`config.mk`:
```
export PLATFORM = sky130hd
export DESIGN_NAME = pulse_width_frame_decoder_unit
export DESIGN_NICKNAME = d
export VERILOG_FILES = /design/src/pwfd_pkg.sv /design/src/pwfd_fifo.sv /design/src/pwfd_front.sv /design/src/pwfd_back.sv /design/src/pulse_width_frame_decoder_unit.sv
export VERILOG_INCLUDE_DIRS = /design/src /design/src/src
export SDC_FILE = /design/constraint.sdc
export NUM_CORES = 1
export LEC_CHECK = 0
export ABC_CLOCK_PERIOD_IN_PS = 8650
export BUFFER_PORTS_ARGS = -buffer_cell sky130_fd_sc_hd__buf_2
export CAP_MARGIN = 20
export CORE_ASPECT_RATIO = 1.25
export CORE_MARGIN = 3
export CORE_UTILIZATION = 30
export DETAILED_ROUTE_END_ITERATION = 10
export GPL_TIMING_DRIVEN = 0
export PLACE_DENSITY_LB_ADDON = 0.12
export SLEW_MARGIN = 20
export SYNTH_ARGS = -nofsm -noshare
export SYNTH_HDL_FRONTEND = slang
export SYNTH_SLANG_ARGS = --single-unit
```
`constraint.sdc`:
```
create_clock -name clk -period 8.65 [get_ports clk]
set_input_delay 0.865 -clock clk [delete_from_list [all_inputs] [get_ports clk]]
set_output_delay 0.865 -clock clk [all_outputs]
set_load 0.02 [all_outputs]
```
`src/pulse_width_frame_decoder_unit_assert.svh`:
```
// Assertion macros shared by the decoder RTL.
`ifndef PULSE_WIDTH_FRAME_DECODER_UNIT_ASSERT_SVH
`define PULSE_WIDTH_FRAME_DECODER_UNIT_ASSERT_SVH

// Same-cycle implication, sampled on clk, quiet while in reset.
`define PWFD_ASSERT_NOW(lbl, ante, cons, msg) \
	lbl: assert property (@(posedge clk) disable iff (!arst_n) (ante) |-> (cons)) \
		else $error(msg);

// Next-cycle implication, sampled on clk, quiet while in reset.
`define PWFD_ASSERT_NEXT(lbl, ante, cons, msg) \
	lbl: assert property (@(posedge clk) disable iff (!arst_n) (ante) |=> (cons)) \
		else $error(msg);

`endif

```
`src/pwfd_pkg.sv`:
```
package pwfd_pkg;

	localparam int unsigned REG_W    = 16;
	localparam int unsigned IDX_W    = 4;
	localparam int unsigned NUM_REGS = 8;
	localparam int unsigned DATA_W   = 32;
	localparam int unsigned CNT_W    = 6;

	// Register indexes
	localparam logic [IDX_W-1:0] REG_SPIKE      = 4'd0;
	localparam logic [IDX_W-1:0] REG_ZERO_LOW   = 4'd1;
	localparam logic [IDX_W-1:0] REG_ZERO_HIGH  = 4'd2;
	localparam logic [IDX_W-1:0] REG_ONE_LOW    = 4'd3;
	localparam logic [IDX_W-1:0] REG_ONE_HIGH   = 4'd4;
	localparam logic [IDX_W-1:0] REG_START_LOW  = 4'd5;
	localparam logic [IDX_W-1:0] REG_START_HIGH = 4'd6;
	localparam logic [IDX_W-1:0] REG_IDLE_LOW   = 4'd7;

	localparam logic [REG_W-1:0] REG_RESET [NUM_REGS] = '{
		16'd200, 16'd1000, 16'd2999, 16'd3000, 16'd4999, 16'd5000, 16'd7000, 16'd9000
	};

	typedef enum logic [2:0] {
		SYM_ZERO,
		SYM_ONE,
		SYM_START,
		SYM_IDLE,
		SYM_UNKNOWN
	} sym_t;

	typedef enum logic {
		ST_WAIT,
		ST_FRAME
	} state_t;

	typedef struct packed {
		logic [DATA_W-1:0] frame_data;
		logic              is_long;
		logic              parity_ok;
	} result_t;

	typedef struct packed {
		logic wr;
		logic spike;
	} front_stat_t;

	typedef struct packed {
		logic take;
		logic emit;
		logic framing;
	} back_stat_t;

endpackage

```
`src/pwfd_fifo.sv`:
```
module pwfd_fifo #(
	parameter int unsigned WIDTH = 8,
	parameter int unsigned DEPTH = 4
) (
	input  logic             clk,
	input  logic             arst_n,
	input  logic             wr,
	input  logic [WIDTH-1:0] wdata,
	input  logic             rd,
	output logic [WIDTH-1:0] rdata,
	output logic             full,
	output logic             empty
);

	localparam int unsigned AW = $clog2(DEPTH);

	logic [WIDTH-1:0] mem_q [DEPTH];
	logic [AW-1:0]    wptr_q;
	logic [AW-1:0]    rptr_q;
	logic [AW:0]      cnt_q;
	logic             do_wr;
	logic             do_rd;

	assign full  = (cnt_q == (AW+1)'(DEPTH));
	assign empty = (cnt_q == '0);
	assign do_wr = wr && !full;
	assign do_rd = rd && !empty;
	assign rdata = mem_q[rptr_q];

	always_ff @(posedge clk) begin
		if (do_wr) begin
			mem_q[wptr_q] <= wdata;
		end
	end

	always_ff @(posedge clk or negedge arst_n) begin
		if (!arst_n) begin
			wptr_q <= '0;
			rptr_q <= '0;
			cnt_q  <= '0;
		end else begin
			if (do_wr) begin
				wptr_q <= wptr_q + AW'(1);
			end
			if (do_rd) begin
				rptr_q <= rptr_q + AW'(1);
			end
			case ({do_wr, do_rd})
				2'b10:   cnt_q <= cnt_q + (AW+1)'(1);
				2'b01:   cnt_q <= cnt_q - (AW+1)'(1);
				default: cnt_q <= cnt_q;
			endcase
		end
	end

endmodule

```
`src/pwfd_front.sv`:
```
module pwfd_front (
	input  logic                       clk,
	input  logic                       arst_n,
	input  logic                       cfg_we,
	input  logic [pwfd_pkg::IDX_W-1:0] cfg_index,
	input  logic [pwfd_pkg::REG_W-1:0] cfg_data,
	input  logic                       accept,
	input  logic [pwfd_pkg::REG_W-1:0] pulse_width,
	output pwfd_pkg::sym_t             sym,
	output pwfd_pkg::front_stat_t      stat
);

	logic [pwfd_pkg::REG_W-1:0] cfg_q [pwfd_pkg::NUM_REGS];

	always_ff @(posedge clk or negedge arst_n) begin
		if (!arst_n) begin
			for (int i = 0; i < int'(pwfd_pkg::NUM_REGS); i++) begin
				cfg_q[i] <= pwfd_pkg::REG_RESET[i];
			end
		end else if (cfg_we && (cfg_index < pwfd_pkg::IDX_W'(pwfd_pkg::NUM_REGS))) begin
			cfg_q[cfg_index[2:0]] <= cfg_data;
		end
	end

	// First matching class wins
	always_comb begin
		if (pulse_width >= cfg_q[pwfd_pkg::REG_ZERO_LOW[2:0]]
				&& pulse_width <= cfg_q[pwfd_pkg::REG_ZERO_HIGH[2:0]]) begin
			sym = pwfd_pkg::SYM_ZERO;
		end else if (pulse_width >= cfg_q[pwfd_pkg::REG_ONE_LOW[2:0]]
				&& pulse_width <= cfg_q[pwfd_pkg::REG_ONE_HIGH[2:0]]) begin
			sym = pwfd_pkg::SYM_ONE;
		end else if (pulse_width >= cfg_q[pwfd_pkg::REG_START_LOW[2:0]]
				&& pulse_width <= cfg_q[pwfd_pkg::REG_START_HIGH[2:0]]) begin
			sym = pwfd_pkg::SYM_START;
		end else if (pulse_width >= cfg_q[pwfd_pkg::REG_IDLE_LOW[2:0]]) begin
			sym = pwfd_pkg::SYM_IDLE;
		end else begin
			sym = pwfd_pkg::SYM_UNKNOWN;
		end
	end

	// Drop spikes before they reach the symbol queue
	assign stat.spike = (pulse_width < cfg_q[pwfd_pkg::REG_SPIKE[2:0]]);
	assign stat.wr    = accept && !stat.spike;

endmodule

```
`src/pwfd_back.sv`:
```
module pwfd_back #(
	parameter int unsigned SHORT_BITS = 16,
	parameter int unsigned LONG_BITS  = 32
) (
	input  logic                  clk,
	input  logic                  arst_n,
	input  logic                  sym_empty,
	input  pwfd_pkg::sym_t        sym,
	input  logic                  out_full,
	output pwfd_pkg::result_t     result,
	output pwfd_pkg::back_stat_t  stat
);

	localparam int unsigned CW = pwfd_pkg::CNT_W;
	localparam int unsigned DW = pwfd_pkg::DATA_W;

	pwfd_pkg::state_t state_q;
	pwfd_pkg::state_t state_d;
	logic [CW-1:0]    cnt_q;
	logic [CW-1:0]    cnt_d;
	logic [DW-1:0]    data_q;
	logic [DW-1:0]    data_d;
	logic             par_q;
	logic             par_d;
	logic             long_q;
	logic             long_d;
	logic [CW-1:0]    nbits;
	logic             take;
	logic             is_bit;
	logic             bit_val;
	logic             emit;

	assign take    = !sym_empty && !out_full;
	assign is_bit  = (sym == pwfd_pkg::SYM_ZERO) || (sym == pwfd_pkg::SYM_ONE);
	assign bit_val = (sym == pwfd_pkg::SYM_ONE);
	assign nbits   = long_q ? CW'(LONG_BITS) : CW'(SHORT_BITS);

	always_comb begin
		state_d = state_q;
		if (take) begin
			if (sym == pwfd_pkg::SYM_START) begin
				state_d = pwfd_pkg::ST_FRAME;
			end else if (sym == pwfd_pkg::SYM_IDLE) begin
				state_d = pwfd_pkg::ST_WAIT;
			end else if (state_q == pwfd_pkg::ST_FRAME) begin
				if (!is_bit || (cnt_q != '0 && cnt_q > nbits)) begin
					state_d = pwfd_pkg::ST_WAIT;
				end
			end
		end
	end

	always_comb begin
		cnt_d  = cnt_q;
		data_d = data_q;
		par_d  = par_q;
		long_d = long_q;
		emit   = 1'b0;
		if (take) begin
			if (sym == pwfd_pkg::SYM_START || sym == pwfd_pkg::SYM_IDLE
					|| (state_q == pwfd_pkg::ST_FRAME && !is_bit)) begin
				cnt_d  = '0;
				data_d = '0;
				par_d  = 1'b1;
				long_d = 1'b0;
			end else if (state_q == pwfd_pkg::ST_FRAME) begin
				if (cnt_q == '0) begin
					long_d = bit_val;
					cnt_d  = CW'(1);
				end else if (cnt_q <= nbits) begin
					data_d = {data_q[DW-2:0], bit_val};
					par_d  = par_q ^ bit_val;
					cnt_d  = cnt_q + CW'(1);
				end else begin
					// Parity position emits; anything beyond just resets
					emit   = (cnt_q == nbits + CW'(1));
					cnt_d  = '0;
					data_d = '0;
					par_d  = 1'b1;
					long_d = 1'b0;
				end
			end
		end
	end

	always_ff @(posedge clk or negedge arst_n) begin
		if (!arst_n) begin
			state_q <= pwfd_pkg::ST_WAIT;
			cnt_q   <= '0;
			data_q  <= '0;
			par_q   <= 1'b1;
			long_q  <= 1'b0;
		end else begin
			state_q <= state_d;
			cnt_q   <= cnt_d;
			data_q  <= data_d;
			par_q   <= par_d;
			long_q  <= long_d;
		end
	end

	assign result.frame_data = data_q;
	assign result.is_long    = long_q;
	assign result.parity_ok  = (bit_val == par_q);

	assign stat.take    = take;
	assign stat.emit    = emit;
	assign stat.framing = (state_q == pwfd_pkg::ST_FRAME);

endmodule

```
`src/pulse_width_frame_decoder_unit.sv`:
```
// The result queue takes a result as the item with its parity bit leaves the symbol queue.
// Throughput: one item per cycle unless full; back end: one per cycle while results have room.
// Symbol queue (4 deep) and result queue (2 deep) let each side stall on its own.
// Reset (arst_n low, asynchronous): queues empty, frame state cleared, thresholds to defaults.
`include "pulse_width_frame_decoder_unit_assert.svh"

module pulse_width_frame_decoder_unit #(
	parameter int unsigned SHORT_BITS = 16,
	parameter int unsigned LONG_BITS  = 32
) (
	input  logic                        clk,
	input  logic                        arst_n,
	// input side
	input  logic                        push,
	output logic                        full,
	input  logic [pwfd_pkg::REG_W-1:0]  pulse_width,
	// result side
	output logic                        empty,
	input  logic                        pop,
	output logic [pwfd_pkg::DATA_W-1:0] frame_data,
	output logic                        is_long,
	output logic                        parity_ok,
	// configuration writes
	input  logic                        cfg_we,
	input  logic [pwfd_pkg::IDX_W-1:0]  cfg_index,
	input  logic [pwfd_pkg::REG_W-1:0]  cfg_data
);

	localparam int unsigned SYM_DEPTH = 4;
	localparam int unsigned OUT_DEPTH = 2;
	localparam int unsigned SYM_W     = $bits(pwfd_pkg::sym_t);
	localparam int unsigned RES_W     = $bits(pwfd_pkg::result_t);

	pwfd_pkg::sym_t        front_sym;
	pwfd_pkg::front_stat_t front_stat;
	logic [SYM_W-1:0]      sym_raw;
	pwfd_pkg::sym_t        back_sym;
	logic                  sym_empty;
	pwfd_pkg::back_stat_t  back_stat;
	pwfd_pkg::result_t     back_res;
	pwfd_pkg::result_t     out_res;
	logic [RES_W-1:0]      out_raw;
	logic                  out_full;
	logic                  accept;

	// An item is taken whenever the symbol queue has room
	assign accept = push && !full;

	// Front: hold thresholds, classify each width, drop spikes
	pwfd_front u_front (
		.clk        (clk),
		.arst_n     (arst_n),
		.cfg_we     (cfg_we),
		.cfg_index  (cfg_index),
		.cfg_data   (cfg_data),
		.accept     (accept),
		.pulse_width(pulse_width),
		.sym        (front_sym),
		.stat       (front_stat)
	);

	// Symbol queue between classifier and frame machine
	pwfd_fifo #(
		.WIDTH(SYM_W),
		.DEPTH(SYM_DEPTH)
	) u_sym_fifo (
		.clk   (clk),
		.arst_n(arst_n),
		.wr    (front_stat.wr),
		.wdata (front_sym),
		.rd    (back_stat.take),
		.rdata (sym_raw),
		.full  (full),
		.empty (sym_empty)
	);

	assign back_sym = pwfd_pkg::sym_t'(sym_raw);

	// Back: advance the frame machine, one symbol a cycle while results have room
	pwfd_back #(
		.SHORT_BITS(SHORT_BITS),
		.LONG_BITS (LONG_BITS)
	) u_back (
		.clk      (clk),
		.arst_n   (arst_n),
		.sym_empty(sym_empty),
		.sym      (back_sym),
		.out_full (out_full),
		.result   (back_res),
		.stat     (back_stat)
	);

	// Result queue toward the consumer
	pwfd_fifo #(
		.WIDTH(RES_W),
		.DEPTH(OUT_DEPTH)
	) u_out_fifo (
		.clk   (clk),
		.arst_n(arst_n),
		.wr    (back_stat.emit),
		.wdata (back_res),
		.rd    (pop),
		.rdata (out_raw),
		.full  (out_full),
		.empty (empty)
	);

	assign out_res    = pwfd_pkg::result_t'(out_raw);
	assign frame_data = out_res.frame_data;
	assign is_long    = out_res.is_long;
	assign parity_ok  = out_res.parity_ok;

	// A spike never reaches the symbol queue
	`PWFD_ASSERT_NOW(a_spike_dropped, accept && front_stat.spike, !front_stat.wr, "spike was queued")
	// A result is produced only inside a frame and only into a result queue with room
	`PWFD_ASSERT_NOW(a_emit_framed, back_stat.emit, back_stat.framing && !out_full, "bad emit")
	// After a result the machine waits for the next start
	`PWFD_ASSERT_NEXT(a_emit_closes, back_stat.emit, !back_stat.framing, "frame left open")

endmodule
```
==> run summary <==
crit path DAT: 2510 ps
Bufs on Longest Clock Path: 3
Pleak: 0.00725 uW
RSZ-0062 raised after global routing: false
Final setup violation count: 0
slowest cell delay on critical path: 640 ps
share of layout cells above drive strength 1: 26.1%
Worst EP required: 7790 ps
post-synthesis async set-or-reset flop share: 69.2%
top-count cell post-synth: nand2_1
Max Cap Viol: 0
Remaining Overflow, GRT: 0
Global Route Usage Sum: 13.7%
core area: 43,600 um2
Residual DRC: 0
ant diodes: 0
Worst Tran Pin Value: 771 ps
number of global-route vias before repair: 9,067
Mapped Area: 13,400 um2
Final Power: 4300 uW
status: completed
Setup TNS Final: 0 ps
Synth top area share: 24.3%
Worst Setup Start Kind: flip-flop
CTS tree: built
Netlist cell types: 63
WL per Instance: 17.1 um
Die W: 195 um
Avg Vias per Cell: 4.65
critical path class: reg -> out
syn nets: 1,335
Critical Path End Type: output pin
WHS: 197 ps
Hold/Removal Path Class: in -> async
antenna violations before repair: 0
CTS root buffer: clkbuf_16
area of the multi-input gates: 5710 um2
leading area contributor after synthesis: dfrtp_1
# H-tree levels: 1
routability cong.: 0.774
first-pass GRT wire length: 51,600 um
Post-Syn Instances: 1,155
worst vdd ir: 145 uV
Die Ht: 242 um
hold_buf cts: 0
Routed Antenna Nets: 0
Final #Nets: 1,448
Detailed Place HPWL: 22,900 um
DR pass1 iterations: 4
# IOs: 77
Post-synth EDFFs: 80
period utilization: 39.0%
via count: 8,635
Core Rows: 85
crit-path cells: clkbuf_1 > clkbuf_1 > mux2_2 > buf_2
CTS buffer count: 30
Post-synth top flop: dfrtp_1
Storage cell area: 6970 um2
relative slew slack: 48.6%
post-CTS setup buffer count: 0
die area: 47,300 um2
CTS sink cnt: 260
Crit-path slowest cell: clkbuf_1
Synth Warn #: 0
CTS resizes: 0
#FFs+latches synth: 260
syn_area_per_cell: 11.6 um2
Fillers: 4,388
peak fanout along the critical path: 10
Initial Utilization: 30.7%
FMAX: 297 MHz
ranking of synthesized cells by area: dfrtp_1 (24%), edfxtp_1 (18%), ha_1 (13%), dfstp_2 (9.8%), mux2_2 (8.7%)
Worst Path Buf+Inv: 3
Commonest cells post-synth: nand2_1 (148), ha_1 (138), inv_1 (137)
Clock Latency Late Sink: 560 ps
DRT iter0 DRCs: 273
Tmin final: 3370 ps
Final Skew: 7.79 ps
max-slew violations: 0
port bufs: 76
final hold violation count: 0
most used cell, CP: clkbuf_1
pwr dens: 273 nW/um2
family with the most delay on the worst path: buffers and inverters
Clock transition at path regs: 60 ps
Seq/Total Area, Yosys: 52.0%
Area Growth Syn to Fin: 17.4%
largest net degree at the start of global routing: 81
routed wire length: 31,800 um
## worst paths after layout
| check | cells past startpoint | start | to | slack (ps) |
|---|---|---|---|---|
| min in group clk | 0 | u_back.data_q[31]$_DFFE_PN0P_ | u_out_fifo.mem_q[0][33]$_DFFE_PP_ | 480 |
| max in group asynchronous | 3 | arst_n | u_front.cfg_q[13]$_DFFE_PN1P_ | 7330 |
| worst max-delay path | 4 | u_out_fifo.rptr_q$_DFFE_PN0P_ | frame_data[30] | 5280 |
| worst min register to register | 0 | u_back.data_q[31]$_DFFE_PN0P_ | u_out_fifo.mem_q[0][33]$_DFFE_PP_ | 480 |
| worst min-delay path | 1 | arst_n | u_front.cfg_q[54]$_DFFE_PN0P_ | 200 |
| worst max register to register | 11 | u_front.cfg_q[119]$_DFFE_PN1P_ | u_sym_fifo.cnt_q[1]$_DFFE_PN0P_ | 5520 |
## layer usage
metal  up-vias  global-route usage [%]  share of wire [%]
li1       4257                       -                  -
met1      4243                    16.9                 43
met2       106                    25.3                 53
met3        29                    1.81                3.3
met4         0                    2.71                1.3
met5         -                       0                  0
## cells by family after synthesis
logic type / synth area share, %
compound gates: 8.16
xor+xnor: 1.05
fa+ha+maj: 13.0
buf+inv: 5.50
flops: 52.0
mux: 9.19
simple gates: 11.1
## registers in the layout (all words and copies together), names as in the netlist
signal and count:
u_out_fifo.rptr_q 1, u_sym_fifo.wptr_q 2, u_back.data_q 32, u_back.par_q 1
u_back.state_q 1, u_out_fifo.cnt_q 2, u_back.long_q 1, u_sym_fifo.mem_q 12
u_back.cnt_q 6, u_out_fifo.wptr_q 1, u_out_fifo.mem_q 68, u_front.cfg_q 128
u_sym_fifo.cnt_q 3, u_sym_fifo.rptr_q 2
## power by group
part           switching [uW]  internal, uW  leakage, uW
Combinational             737           540      0.00369
Sequential                106          1530      0.00303
Clock                     523           862     0.000528
## placed cells by master (no fill, tap or decap), types with 11 or more instances in the layout
cell	netlist	final
ha_1	138	138
nor2_1	35	33
edfxtp_1	80	80
clkbuf_16	0	31
clkbuf_1	21	22
dfrtp_1	130	130
a21o_1	23	23
dfstp_2	50	50
a21oi_1	29	29
nand3_2	30	30
nand2_1	148	148
nand4_1	18	18
o21ai_0	76	76
nand3_1	11	11
inv_1	137	137
buf_2	3	78
mux2_2	103	103
## metrics by stage
stage	instance area [um2]	std cells	setup slack (ps)	utilization [%]
2_1_floorplan	13400	1155	5430	-
3_3_place_gp	14500	1796	3260	33.2
3_5_place_dp	14600	1801	4730	33.6
4_1_cts	15700	1857	5120	36.1
5_1_grt	15700	1857	5090	36.1
6_report	15700	1857	5280	36.1
## final cells by class
class	instances	area share, %
Buffer	33	1.42
Clock buffer	36	5.30
Clock inverter	20	1.61
Inverter	137	3.27
Multi-Input combinational cell	725	36.3
Sequential cell	260	44.3
Tap cell	565	4.49
Timing Repair Buffer	81	3.31
Power figures use the tool's default switching activity.
